<file path="config.mk">
export PLATFORM = sky130hd
export DESIGN_NAME = bollinger_band_tracker_unit
export DESIGN_NICKNAME = d
export VERILOG_FILES = /design/src/hdl/bbt_pkg.sv /design/src/hdl/bbt_smul.sv /design/src/hdl/bbt_sdiv.sv /design/src/hdl/bbt_ssqrt.sv /design/src/hdl/bollinger_band_tracker_unit.sv
export VERILOG_INCLUDE_DIRS = /design/src /design/src/hdl
export SDC_FILE = /design/constraint.sdc
export NUM_CORES = 2
export LEC_CHECK = 0
export BUFFER_PORTS_ARGS = -buffer_cell sky130_fd_sc_hd__clkbuf_2
export CAP_MARGIN = 20
export CORE_MARGIN = 2
export CORE_UTILIZATION = 51
export DETAILED_ROUTE_END_ITERATION = 7
export PLACE_DENSITY = 0.69
export SYNTH_ARGS = -nofsm -noshare
export SYNTH_HDL_FRONTEND = slang
export SYNTH_HIERARCHICAL = 1
export SYNTH_SLANG_ARGS = --single-unit
</file>
<file path="constraint.sdc">
create_clock -name clock -period 4.9 [get_ports clock]
set_input_delay 0.98 -clock clock [delete_from_list [all_inputs] [get_ports clock]]
set_output_delay 0.98 -clock clock [all_outputs]
set_load 0.02 [all_outputs]
</file>
<file path="src/hdl/assert_macros.svh">
// Assertion macros used by the top level of the band tracker.
`ifndef ASSERT_MACROS_SVH
`define ASSERT_MACROS_SVH

// Same-cycle implication, disabled during reset.
`define BBT_ASSERT_IMP(lbl, clk, rst, pre, post, msg) \
   lbl: assert property (@(posedge clk) disable iff (rst) (pre) |-> (post)) \
      else $error(msg);

// Next-cycle implication, disabled during reset.
`define BBT_ASSERT_NEXT(lbl, clk, rst, pre, post, msg) \
   lbl: assert property (@(posedge clk) disable iff (rst) (pre) |=> (post)) \
      else $error(msg);

`endif

</file>
<file path="src/hdl/bbt_pkg.sv">
// Shared widths, codes and types of the band tracker.
`default_nettype none

package bbt_pkg;

   localparam int PRICE_W            = 24;
   localparam int MEAN_W             = 24;
   localparam int SQ_W               = 2 * PRICE_W;
   localparam int WLEN_W             = 7;
   localparam int DMUL_W             = 12;
   localparam int BAND_W             = 29;
   localparam int FRAC_W             = 8;
   localparam int MAX_WINDOW_DEFAULT = 64;
   localparam int LEN_W_DEFAULT      = $clog2(MAX_WINDOW_DEFAULT + 1);
   localparam int SUM_W_DEFAULT      = PRICE_W + $clog2(MAX_WINDOW_DEFAULT);

   localparam int RSP_FIELDS_W = BAND_W + MEAN_W + BAND_W;
   localparam int RSP_DATA_W   = ((RSP_FIELDS_W + 7) / 8) * 8;
   localparam int RSP_PAD_W    = RSP_DATA_W - RSP_FIELDS_W;

   localparam int CSR_IDX_W  = 2;
   localparam int CSR_DATA_W = 12;

   localparam logic [CSR_IDX_W-1:0] CSR_WINDOW_LENGTH = 2'd0;
   localparam logic [CSR_IDX_W-1:0] CSR_DEV_MULT      = 2'd1;

   localparam logic [WLEN_W-1:0] WLEN_RESET = 7'd20;
   localparam logic [DMUL_W-1:0] DMUL_RESET = 12'd512;

   localparam logic [BAND_W-1:0] BAND_MAX = 29'h0FFF_FFFF;
   localparam logic [BAND_W-1:0] BAND_MIN = 29'h1000_0000;

   // Status of one bit-serial arithmetic unit.
   typedef struct packed {
      logic busy;
      logic done;
   } unit_status_type;

endpackage

`default_nettype wire

</file>
<file path="src/hdl/bbt_smul.sv">
// Bit-serial unsigned shift-add multiplier, one multiplier bit per cycle.
`default_nettype none

module bbt_smul import bbt_pkg::*; #(
   parameter int AW = PRICE_W,
   parameter int BW = PRICE_W
) (
   input  logic              clock,
   input  logic              reset,
   input  logic              start,
   input  logic [AW-1:0]     a,
   input  logic [BW-1:0]     b,
   output unit_status_type   status,
   output logic [AW+BW-1:0]  prod
);

   localparam int CW = $clog2(BW + 1);

   logic [AW-1:0] a_ff, a_in;
   logic [AW-1:0] hi_ff, hi_in;
   logic [BW-1:0] lo_ff, lo_in;
   logic [CW-1:0] cnt_ff, cnt_in;
   logic          busy_ff, busy_in;
   logic          done_ff, done_in;
   logic [AW:0]   step_sum;

   always_comb begin
      step_sum = {1'b0, hi_ff} + (lo_ff[0] ? {1'b0, a_ff} : '0);
      a_in     = a_ff;
      hi_in    = hi_ff;
      lo_in    = lo_ff;
      cnt_in   = cnt_ff;
      busy_in  = busy_ff;
      done_in  = 1'b0;
      if (start) begin
         a_in    = a;
         hi_in   = '0;
         lo_in   = b;
         cnt_in  = CW'(BW);
         busy_in = 1'b1;
      end else if (busy_ff) begin
         // product bits retire into the low half as the multiplier shifts out
         hi_in  = step_sum[AW:1];
         lo_in  = {step_sum[0], lo_ff[BW-1:1]};
         cnt_in = cnt_ff - CW'(1);
         if (cnt_ff == CW'(1)) begin
            busy_in = 1'b0;
            done_in = 1'b1;
         end
      end
   end

   always_ff @(posedge clock) begin
      if (reset) begin
         cnt_ff  <= '0;
         busy_ff <= 1'b0;
         done_ff <= 1'b0;
      end else begin
         cnt_ff  <= cnt_in;
         busy_ff <= busy_in;
         done_ff <= done_in;
      end
   end

   always_ff @(posedge clock) begin
      a_ff  <= a_in;
      hi_ff <= hi_in;
      lo_ff <= lo_in;
   end

   assign status.busy = busy_ff;
   assign status.done = done_ff;
   assign prod        = {hi_ff, lo_ff};

endmodule

`default_nettype wire

</file>
<file path="src/hdl/bbt_sdiv.sv">
// Bit-serial restoring divider, one quotient bit per cycle.
`default_nettype none

module bbt_sdiv import bbt_pkg::*; #(
   parameter int NW = SUM_W_DEFAULT,
   parameter int DW = LEN_W_DEFAULT,
   parameter int QW = PRICE_W
) (
   input  logic             clock,
   input  logic             reset,
   input  logic             start,
   input  logic [NW-1:0]    num,
   input  logic [DW-1:0]    den,
   output unit_status_type  status,
   output logic [QW-1:0]    quo
);

   localparam int CW = $clog2(QW + 1);

   logic [DW-1:0] rem_ff, rem_in;
   logic [QW-1:0] q_ff, q_in;
   logic [DW-1:0] den_ff, den_in;
   logic [CW-1:0] cnt_ff, cnt_in;
   logic          busy_ff, busy_in;
   logic          done_ff, done_in;
   logic [DW:0]   trial;
   logic [DW:0]   diff;
   logic          ge;

   always_comb begin
      trial   = {rem_ff, q_ff[QW-1]};
      diff    = trial - {1'b0, den_ff};
      ge      = trial >= {1'b0, den_ff};
      rem_in  = rem_ff;
      q_in    = q_ff;
      den_in  = den_ff;
      cnt_in  = cnt_ff;
      busy_in = busy_ff;
      done_in = 1'b0;
      if (start) begin
         // upper dividend bits are known to stay below the divisor
         rem_in  = DW'(num[NW-1:QW]);
         q_in    = num[QW-1:0];
         den_in  = den;
         cnt_in  = CW'(QW);
         busy_in = 1'b1;
      end else if (busy_ff) begin
         rem_in = ge ? diff[DW-1:0] : trial[DW-1:0];
         q_in   = {q_ff[QW-2:0], ge};
         cnt_in = cnt_ff - CW'(1);
         if (cnt_ff == CW'(1)) begin
            busy_in = 1'b0;
            done_in = 1'b1;
         end
      end
   end

   always_ff @(posedge clock) begin
      if (reset) begin
         cnt_ff  <= '0;
         busy_ff <= 1'b0;
         done_ff <= 1'b0;
      end else begin
         cnt_ff  <= cnt_in;
         busy_ff <= busy_in;
         done_ff <= done_in;
      end
   end

   always_ff @(posedge clock) begin
      rem_ff <= rem_in;
      q_ff   <= q_in;
      den_ff <= den_in;
   end

   assign status.busy = busy_ff;
   assign status.done = done_ff;
   assign quo         = q_ff;

endmodule

`default_nettype wire

</file>
<file path="src/hdl/bbt_ssqrt.sv">
// Digit-by-digit integer square root, one root bit per cycle.
`default_nettype none

module bbt_ssqrt import bbt_pkg::*; #(
   parameter int RW = SQ_W
) (
   input  logic                clock,
   input  logic                reset,
   input  logic                start,
   input  logic [RW-1:0]       radicand,
   output unit_status_type     status,
   output logic [RW/2-1:0]     root
);

   localparam int TW = RW / 2;
   localparam int CW = $clog2(TW + 1);

   logic [RW-1:0]   rad_ff, rad_in;
   logic [TW-1:0]   root_ff, root_in;
   logic [TW+1:0]   rem_ff, rem_in;
   logic [CW-1:0]   cnt_ff, cnt_in;
   logic            busy_ff, busy_in;
   logic            done_ff, done_in;
   logic [TW+3:0]   rem_ext;
   logic [TW+3:0]   trial;
   logic [TW+3:0]   diff;
   logic            ge;

   always_comb begin
      rem_ext = {rem_ff, rad_ff[RW-1:RW-2]};
      trial   = {2'b00, root_ff, 2'b01};
      diff    = rem_ext - trial;
      ge      = rem_ext >= trial;
      rad_in  = rad_ff;
      root_in = root_ff;
      rem_in  = rem_ff;
      cnt_in  = cnt_ff;
      busy_in = busy_ff;
      done_in = 1'b0;
      if (start) begin
         rad_in  = radicand;
         root_in = '0;
         rem_in  = '0;
         cnt_in  = CW'(TW);
         busy_in = 1'b1;
      end else if (busy_ff) begin
         // remainder stays at or below twice the partial root
         rad_in  = {rad_ff[RW-3:0], 2'b00};
         rem_in  = ge ? diff[TW+1:0] : rem_ext[TW+1:0];
         root_in = {root_ff[TW-2:0], ge};
         cnt_in  = cnt_ff - CW'(1);
         if (cnt_ff == CW'(1)) begin
            busy_in = 1'b0;
            done_in = 1'b1;
         end
      end
   end

   always_ff @(posedge clock) begin
      if (reset) begin
         cnt_ff  <= '0;
         busy_ff <= 1'b0;
         done_ff <= 1'b0;
      end else begin
         cnt_ff  <= cnt_in;
         busy_ff <= busy_in;
         done_ff <= done_in;
      end
   end

   always_ff @(posedge clock) begin
      rad_ff  <= rad_in;
      root_ff <= root_in;
      rem_ff  <= rem_in;
   end

   assign status.busy = busy_ff;
   assign status.done = done_ff;
   assign root        = root_ff;

endmodule

`default_nettype wire

</file>
<file path="src/hdl/bollinger_band_tracker_unit.sv">
// Top level of the band tracker: sample ring, running sums and sequencer.
`default_nettype none
`include "assert_macros.svh"

// Takes one price request at a time and returns one result per request:
// lower band, mean and upper band over the last window_length samples, with
// a flag in rsp_tuser that is low (and all bands zero) until the window is
// full. A request whose window is not yet full stops after the first multiply;
// a full window runs all the bit-serial units, which work one bit
// per cycle: the 25-step square-difference multiply, the 48-step divide of
// the sum of squares (the mean divide and mean squaring overlap it), the
// 24-step square root and the 12-step band scaling. A finished result sits
// in the output register, so the next request is taken while it waits. A
// configuration write clears the history and must only happen while idle.
module bollinger_band_tracker_unit import bbt_pkg::*; #(
   parameter int MAX_WINDOW = MAX_WINDOW_DEFAULT
) (
   input  logic                   clock,
   input  logic                   reset,
   input  logic                   req_tvalid,
   output logic                   req_tready,
   input  logic [PRICE_W-1:0]     req_tdata,   // [23:0] price
   output logic                   rsp_tvalid,
   input  logic                   rsp_tready,
   output logic [RSP_DATA_W-1:0]  rsp_tdata,   // [28:0] lower_band, [52:29] middle_band,
                                               // [81:53] upper_band, [87:82] zero
   output logic                   rsp_tuser,   // [0] valid_res
   input  logic                   csr_wen,
   input  logic [CSR_IDX_W-1:0]   csr_index,
   input  logic [CSR_DATA_W-1:0]  csr_wdata
);

   localparam int LW    = $clog2(MAX_WINDOW);
   localparam int LENW  = $clog2(MAX_WINDOW + 1);
   localparam int SW    = PRICE_W + LW;
   localparam int QSW   = SQ_W + LW;
   localparam int SCL_W = MEAN_W + DMUL_W;
   localparam int BWW   = BAND_W + 1;

   localparam logic [3:0] S_IDLE  = 4'd0;
   localparam logic [3:0] S_READ  = 4'd1;
   localparam logic [3:0] S_SQMUL = 4'd2;
   localparam logic [3:0] S_DIVST = 4'd3;
   localparam logic [3:0] S_DIV   = 4'd4;
   localparam logic [3:0] S_VAR   = 4'd5;
   localparam logic [3:0] S_SQRT  = 4'd6;
   localparam logic [3:0] S_SCALE = 4'd7;
   localparam logic [3:0] S_DONE  = 4'd8;

   logic [PRICE_W-1:0] ring_mem [MAX_WINDOW];
   logic [PRICE_W-1:0] old_ff;

   logic [3:0]            state_ff, state_in;
   logic [PRICE_W-1:0]    price_ff, price_in;
   logic                  sub_ff, sub_in;
   logic                  valid_ff, valid_in;
   logic                  neg_ff, neg_in;
   logic [LW-1:0]         ws_ff, ws_in;
   logic [LENW-1:0]       seen_ff, seen_in;
   logic [SW-1:0]         sum_ff, sum_in;
   logic [QSW-1:0]        sqsum_ff, sqsum_in;
   logic [WLEN_W-1:0]     wlen_ff, wlen_in;
   logic [DMUL_W-1:0]     dmul_ff, dmul_in;
   logic                  res_valid_ff, res_valid_in;
   logic [BAND_W-1:0]     res_lo_ff, res_lo_in;
   logic [MEAN_W-1:0]     res_mid_ff, res_mid_in;
   logic [BAND_W-1:0]     res_hi_ff, res_hi_in;
   logic                  rsp_valid_ff, rsp_valid_in;
   logic [RSP_DATA_W-1:0] rsp_data_ff, rsp_data_in;
   logic                  rsp_user_ff, rsp_user_in;

   logic [LENW-1:0]    len;
   logic               accept;
   logic [LENW:0]      slot_diff;
   logic [LENW:0]      slot_wrap;
   logic [LW-1:0]      old_slot;
   logic [LENW-1:0]    seen_next;
   logic [PRICE_W-1:0] old_eff;
   logic               neg;
   logic [PRICE_W-1:0] mag;
   logic [PRICE_W:0]   pair_sum;
   logic [SQ_W-1:0]    var_val;
   logic [BAND_W-2:0]  scaled;
   logic [BWW-1:0]     lo_wide;
   logic [BWW-1:0]     hi_wide;

   logic                  sqm_start, div_start, msq_start, sqrt_start, scl_start;
   unit_status_type       sqm_st, mdiv_st, sqd_st, msq_st, sqrt_st, scl_st;
   logic [2*PRICE_W:0]    sqm_prod;
   logic [MEAN_W-1:0]     mean;
   logic [SQ_W-1:0]       mean_sq;
   logic [2*MEAN_W-1:0]   msq_prod;
   logic [MEAN_W-1:0]     root;
   logic [SCL_W-1:0]      scl_prod;

   function automatic logic [BAND_W-1:0] sat_band(input logic [BWW-1:0] x);
      logic [BAND_W-1:0] r;
      if (x[BWW-1] != x[BWW-2]) begin
         r = x[BWW-1] ? BAND_MIN : BAND_MAX;
      end else begin
         r = x[BAND_W-1:0];
      end
      return r;
   endfunction

   // window length in use: zero acts as one, clamp at the ring depth
   always_comb begin
      if (wlen_ff == '0) begin
         len = LENW'(1);
      end else if (32'(wlen_ff) > MAX_WINDOW) begin
         len = LENW'(MAX_WINDOW);
      end else begin
         len = LENW'(wlen_ff);
      end
   end

   assign accept     = req_tvalid && (state_ff == S_IDLE);
   assign req_tready = (state_ff == S_IDLE);

   always_comb begin
      slot_diff = (LENW+1)'(ws_ff) - (LENW+1)'(len);
      slot_wrap = slot_diff[LENW] ? slot_diff + (LENW+1)'(MAX_WINDOW) : slot_diff;
      old_slot  = slot_wrap[LW-1:0];
   end

   // sample ring: the oldest sample is read before the slot is overwritten
   always_ff @(posedge clock) begin
      if (accept) begin
         ring_mem[ws_ff] <= req_tdata;
         old_ff          <= ring_mem[old_slot];
      end
   end

   // p*p - o*o is formed as |p - o| * (p + o)
   always_comb begin
      old_eff  = sub_ff ? old_ff : '0;
      neg      = price_ff < old_eff;
      mag      = neg ? (old_eff - price_ff) : (price_ff - old_eff);
      pair_sum = {1'b0, price_ff} + {1'b0, old_eff};
      var_val  = (mean_sq > msq_prod) ? (mean_sq - msq_prod) : '0;
      scaled   = scl_prod[SCL_W-1:FRAC_W];
      lo_wide  = BWW'(mean) - BWW'(scaled);
      hi_wide  = BWW'(mean) + BWW'(scaled);
   end

   assign sqm_start  = (state_ff == S_READ);
   assign div_start  = (state_ff == S_DIVST);
   assign msq_start  = mdiv_st.done;
   assign sqrt_start = (state_ff == S_VAR);
   assign scl_start  = sqrt_st.done;

   always_comb begin
      state_in     = state_ff;
      price_in     = price_ff;
      sub_in       = sub_ff;
      valid_in     = valid_ff;
      neg_in       = neg_ff;
      ws_in        = ws_ff;
      seen_in      = seen_ff;
      sum_in       = sum_ff;
      sqsum_in     = sqsum_ff;
      wlen_in      = wlen_ff;
      dmul_in      = dmul_ff;
      res_valid_in = res_valid_ff;
      res_lo_in    = res_lo_ff;
      res_mid_in   = res_mid_ff;
      res_hi_in    = res_hi_ff;
      rsp_data_in  = rsp_data_ff;
      rsp_user_in  = rsp_user_ff;
      rsp_valid_in = rsp_valid_ff && !rsp_tready;
      seen_next    = (seen_ff >= len) ? seen_ff : seen_ff + LENW'(1);

      unique case (state_ff)
         S_IDLE: begin
            if (accept) begin
               price_in = req_tdata;
               sub_in   = seen_ff >= len;
               seen_in  = seen_next;
               valid_in = seen_next >= len;
               ws_in    = (ws_ff == LW'(MAX_WINDOW - 1)) ? '0 : ws_ff + LW'(1);
               state_in = S_READ;
            end
         end
         S_READ: begin
            sum_in   = sum_ff + SW'(price_ff) - SW'(old_eff);
            neg_in   = neg;
            state_in = S_SQMUL;
         end
         S_SQMUL: begin
            if (sqm_st.done) begin
               sqsum_in = neg_ff ? (sqsum_ff - QSW'(sqm_prod))
                                 : (sqsum_ff + QSW'(sqm_prod));
               if (valid_ff) begin
                  state_in = S_DIVST;
               end else begin
                  res_valid_in = 1'b0;
                  res_lo_in    = '0;
                  res_mid_in   = '0;
                  res_hi_in    = '0;
                  state_in     = S_DONE;
               end
            end
         end
         S_DIVST: begin
            state_in = S_DIV;
         end
         S_DIV: begin
            // mean squaring starts when the mean is out and ends after the
            // longer divide, so its done marks both
            if (msq_st.done) begin
               state_in = S_VAR;
            end
         end
         S_VAR: begin
            state_in = S_SQRT;
         end
         S_SQRT: begin
            if (sqrt_st.done) begin
               state_in = S_SCALE;
            end
         end
         S_SCALE: begin
            if (scl_st.done) begin
               res_valid_in = 1'b1;
               res_lo_in    = sat_band(lo_wide);
               res_mid_in   = mean;
               res_hi_in    = sat_band(hi_wide);
               state_in     = S_DONE;
            end
         end
         S_DONE: begin
            if (!rsp_valid_ff || rsp_tready) begin
               rsp_valid_in = 1'b1;
               rsp_user_in  = res_valid_ff;
               rsp_data_in  = {{RSP_PAD_W{1'b0}}, res_hi_ff, res_mid_ff, res_lo_ff};
               state_in     = S_IDLE;
            end
         end
         default: begin
            state_in = S_IDLE;
         end
      endcase

      if (csr_wen) begin
         unique case (csr_index)
            CSR_WINDOW_LENGTH: wlen_in = csr_wdata[WLEN_W-1:0];
            CSR_DEV_MULT:      dmul_in = csr_wdata[DMUL_W-1:0];
            default: ;
         endcase
         ws_in    = '0;
         seen_in  = '0;
         sum_in   = '0;
         sqsum_in = '0;
      end
   end

   always_ff @(posedge clock) begin
      if (reset) begin
         state_ff     <= S_IDLE;
         ws_ff        <= '0;
         seen_ff      <= '0;
         sum_ff       <= '0;
         sqsum_ff     <= '0;
         wlen_ff      <= WLEN_RESET;
         dmul_ff      <= DMUL_RESET;
         rsp_valid_ff <= 1'b0;
      end else begin
         state_ff     <= state_in;
         ws_ff        <= ws_in;
         seen_ff      <= seen_in;
         sum_ff       <= sum_in;
         sqsum_ff     <= sqsum_in;
         wlen_ff      <= wlen_in;
         dmul_ff      <= dmul_in;
         rsp_valid_ff <= rsp_valid_in;
      end
   end

   always_ff @(posedge clock) begin
      price_ff     <= price_in;
      sub_ff       <= sub_in;
      valid_ff     <= valid_in;
      neg_ff       <= neg_in;
      res_valid_ff <= res_valid_in;
      res_lo_ff    <= res_lo_in;
      res_mid_ff   <= res_mid_in;
      res_hi_ff    <= res_hi_in;
      rsp_data_ff  <= rsp_data_in;
      rsp_user_ff  <= rsp_user_in;
   end

   bbt_smul #(.AW(PRICE_W), .BW(PRICE_W + 1)) u_sqm (
      .clock  (clock),
      .reset  (reset),
      .start  (sqm_start),
      .a      (mag),
      .b      (pair_sum),
      .status (sqm_st),
      .prod   (sqm_prod)
   );

   bbt_sdiv #(.NW(SW), .DW(LENW), .QW(MEAN_W)) u_mdiv (
      .clock  (clock),
      .reset  (reset),
      .start  (div_start),
      .num    (sum_ff),
      .den    (len),
      .status (mdiv_st),
      .quo    (mean)
   );

   bbt_sdiv #(.NW(QSW), .DW(LENW), .QW(SQ_W)) u_sqd (
      .clock  (clock),
      .reset  (reset),
      .start  (div_start),
      .num    (sqsum_ff),
      .den    (len),
      .status (sqd_st),
      .quo    (mean_sq)
   );

   bbt_smul #(.AW(MEAN_W), .BW(MEAN_W)) u_msq (
      .clock  (clock),
      .reset  (reset),
      .start  (msq_start),
      .a      (mean),
      .b      (mean),
      .status (msq_st),
      .prod   (msq_prod)
   );

   bbt_ssqrt #(.RW(SQ_W)) u_sqrt (
      .clock    (clock),
      .reset    (reset),
      .start    (sqrt_start),
      .radicand (var_val),
      .status   (sqrt_st),
      .root     (root)
   );

   bbt_smul #(.AW(MEAN_W), .BW(DMUL_W)) u_scl (
      .clock  (clock),
      .reset  (reset),
      .start  (scl_start),
      .a      (root),
      .b      (dmul_ff),
      .status (scl_st),
      .prod   (scl_prod)
   );

   assign rsp_tvalid = rsp_valid_ff;
   assign rsp_tdata  = rsp_data_ff;
   assign rsp_tuser  = rsp_user_ff;

   `BBT_ASSERT_IMP(a_div_before_square, clock, reset, msq_st.done, !sqd_st.busy, "mean square ready before sum-of-squares divide")
   `BBT_ASSERT_NEXT(a_accept_starts_work, clock, reset, req_tvalid && req_tready, state_ff == S_READ, "accepted request did not start work")
   `BBT_ASSERT_IMP(a_fill_zero_bands, clock, reset, rsp_tvalid && !rsp_tuser, rsp_tdata == '0, "bands not zero while window fills")
   `BBT_ASSERT_IMP(a_seen_bounded, clock, reset, state_ff == S_IDLE, seen_ff <= len, "sample count above window length")

endmodule

`default_nettype wire
</file>
==> flow_summary_export.csv <==
group,metric,value,unit
finish,final_common_cell,"edfxtp_1",
sta,hold_violations,0,
finish,fill_cells,16400,
routing,drt_iter0_markers,6787,
sta,setup_viol,0,
global_route,grt_use_total,25.0,%
job,drv_cap,0,
finish,layout.nets,8347,
sta,slew_headroom,32.4,%
floorplan,die_area,217000,um^2
critical_path,arrival,5430,ps
routing,wirelength,275000,um
power,combinationalPowerShare,30.4,%
finish,drive_gt1_share,19.5,%
critical_path,crit_type,"reg2reg",
power,vdd_ir_drop_max,381,uV
sta,fin_ws,247,ps
critical_path,start_kind,"flop",
sta,tns,0,ps
clock_tree,cts_tree,"yes",
power,p_seq_share,40.1,%
global_route,antenna_found_initial,9,
clock_tree,h-tree-depth,4,
yosys,syn-cell-area,109000,um^2
routing,num_vias,65800,
yosys,syn-mean-instance-area,14.3,um^2
routing,wl_per_cell,25.2,um
routing,vias_per_cell,6.04,
clock_tree,ctsRootBufferMaster,"clkbuf_16",
global_route,top_usage_layer,"met2",
finish,multi_input_area,39700,um^2
global_route,met3_usage,3.59,%
power,clock_power_share,29.5,%
clock_tree,cts.sinks,2316,
critical_path,path_max_fanout,5,
floorplan,pin_count,134,
place,hpwl,180000,um
power,switchingPower,19.3,mW
routing,ant_nets,0,
global_route,grtUsageMet2,40.7,%
sta,fin_crit_sh,95.0,%
global_route,grt_first_pass_wirelength,410000,um
clock_tree,cts.path.max_buffers,3,
power,leakage,43.0,nW
critical_path,cp_cell_sequence,"nor4_1, and2_1, nand3b_1, nor4_1, buf_4, a21oi_1, xnor2_1, ha_1, nand3_1, or3_1, a41oi_1, or2_2, o21ai_1, a211oi_2, o221ai_1, xor2_1, or3_1, a21oi_1",
worst_hold_path,hp-class,"reg2reg",
finish,layout_common_cells,"edfxtp_1 (2030), mux4_2 (480), nor2_1 (466), a21oi_1 (449), nand2_1 (408)",
sta,holdWs,387,ps
sta,skew,83.2,ps
place,place_ws,92.2,ps
power,p_int,40.6,mW
clock_tree,hold_buffers,0,
run_status,status,"finished clean",
power,p_sw_share,32.2,%
finish,syn_to_final_growth,12.0,%
floorplan,core,212000,um^2
place,dpl_cell_area,114000,um^2
critical_path,cpMaxStageDelayCell,"edfxtp_1",
routing,dr.pass1.iters,6,
finish,fin_util,57.5,%
critical_path,cp-end-kind,"flop",
global_route,grt_max_degree,128,
floorplan,die_x,466,um
global_route,use_met1,34.6,%
clock_tree,post_cts_buffers,0,
global_route,grt_pass1_vias,64000,
finish,regArea,66700,um^2
clock_tree,cts_buffers,230,
critical_path,critPathRequiredTime,5670,ps
yosys,postSynthCellCount,7605,
sta,fin_crit,4650,ps
floorplan,start_util,51.3,%
clock_tree,clock_latency,910,ps
floorplan,chipHeight,466,um
finish,fin_area,122000,um^2
sta,finalMaxSlewViolations,0,
place,gp_congestion,0.924,
sta,tightest_slew,1010,ps
place,portBuffers,126,
floorplan,rows,169,
yosys,yosysWarnings,6,
clock_tree,clk_pin_slew,60,ps
routing,remaining_drc_errors,0,
critical_path,slowest_delay,430,ps
power,power.density,491,nW/um^2
global_route,grt_overflow,0,
sta,fmax,215,MHz
[cell type report]
type / count / share of cell area (%)
multi-input cells: 4546 / 32.5
clock inverters: 130 / 1.22
repair buffers: 389 / 2.50
inverters: 388 / 1.20
diodes: 5 / 0.0103
clock buffers: 293 / 5.03
well taps: 2821 / 2.89
flip-flops and latches: 2316 / 54.6
[metal layers]
layer / vias up / share of wire [%]
met4: 4 / 3.7
met2: 2491 / 48
met1: 33200 / 42
met3: 501 / 6.7
met5: - / 0.012
li1: 29600 / -
[per-stage QoR]
stage / power (mW) / cells
6_report: 59.9 / 10900
2_1_floorplan: 37.1 / 7611
4_1_cts: 60.1 / 10900
5_1_grt: 62.8 / 10900
3_5_place_dp: 42.5 / 10500
3_3_place_gp: 42.2 / 10500
[flip-flops by register name, indices dropped and copies added, names as in the netlist, 25 cells and up]
| signal | flops |
|---|---|
| u_sqm/lo_ff | 25 |
| sqsum_ff | 54 |
| rsp_tdata | 81 |
| ring_mem | 1536 |
| u_sqd/quo | 48 |
| u_sqrt/rem_ff | 26 |
| u_sqrt/rad_ff | 48 |
| sum_ff | 30 |
| res_hi_ff | 28 |
| res_lo_ff | 29 |
[worst max-delay path: cells and delay by family, from the launching register on]
kind / cells / cell delay, ps
XOR/XNOR: 2 / 330
flip-flops: 1 / 430
buffers and inverters: 1 / 180
AO/OA/AOI/OAI: 6 / 1130
adder cells (fa/ha/maj): 1 / 360
AND/OR/NAND/NOR: 8 / 2150
[final timing paths]
| path | startpoint | endpoint | slack [ps] | cells after the start |
|---|---|---|---|---|
| worst max-delay path | u_sqm/lo_ff[5] | sqsum_ff[53] | 250 | 18 |
| worst min-delay path | res_lo_ff[0] | rsp_tdata[0] | 390 | 0 |
| worst max register to register | u_sqm/lo_ff[5] | sqsum_ff[53] | 250 | 18 |
| worst min register to register | res_lo_ff[0] | rsp_tdata[0] | 390 | 0 |
[power by group through the flow]
stage	clock network (mW)	registers, mW	logic, mW
floorplan	0	24.0	13.1
global placement	0	24.4	17.9
detailed placement	0	24.4	18.0
CTS	18.0	24.0	18.1
global route	18.7	24.2	19.9
finish	17.7	24.0	18.2
[timing repair]
item	CTS	global route
endpoints found under the hold margin	0	0
gates resized for setup	0	17
endpoints found under the setup margin	0	12
No activity file was read; power rests on OpenSTA's default activity.
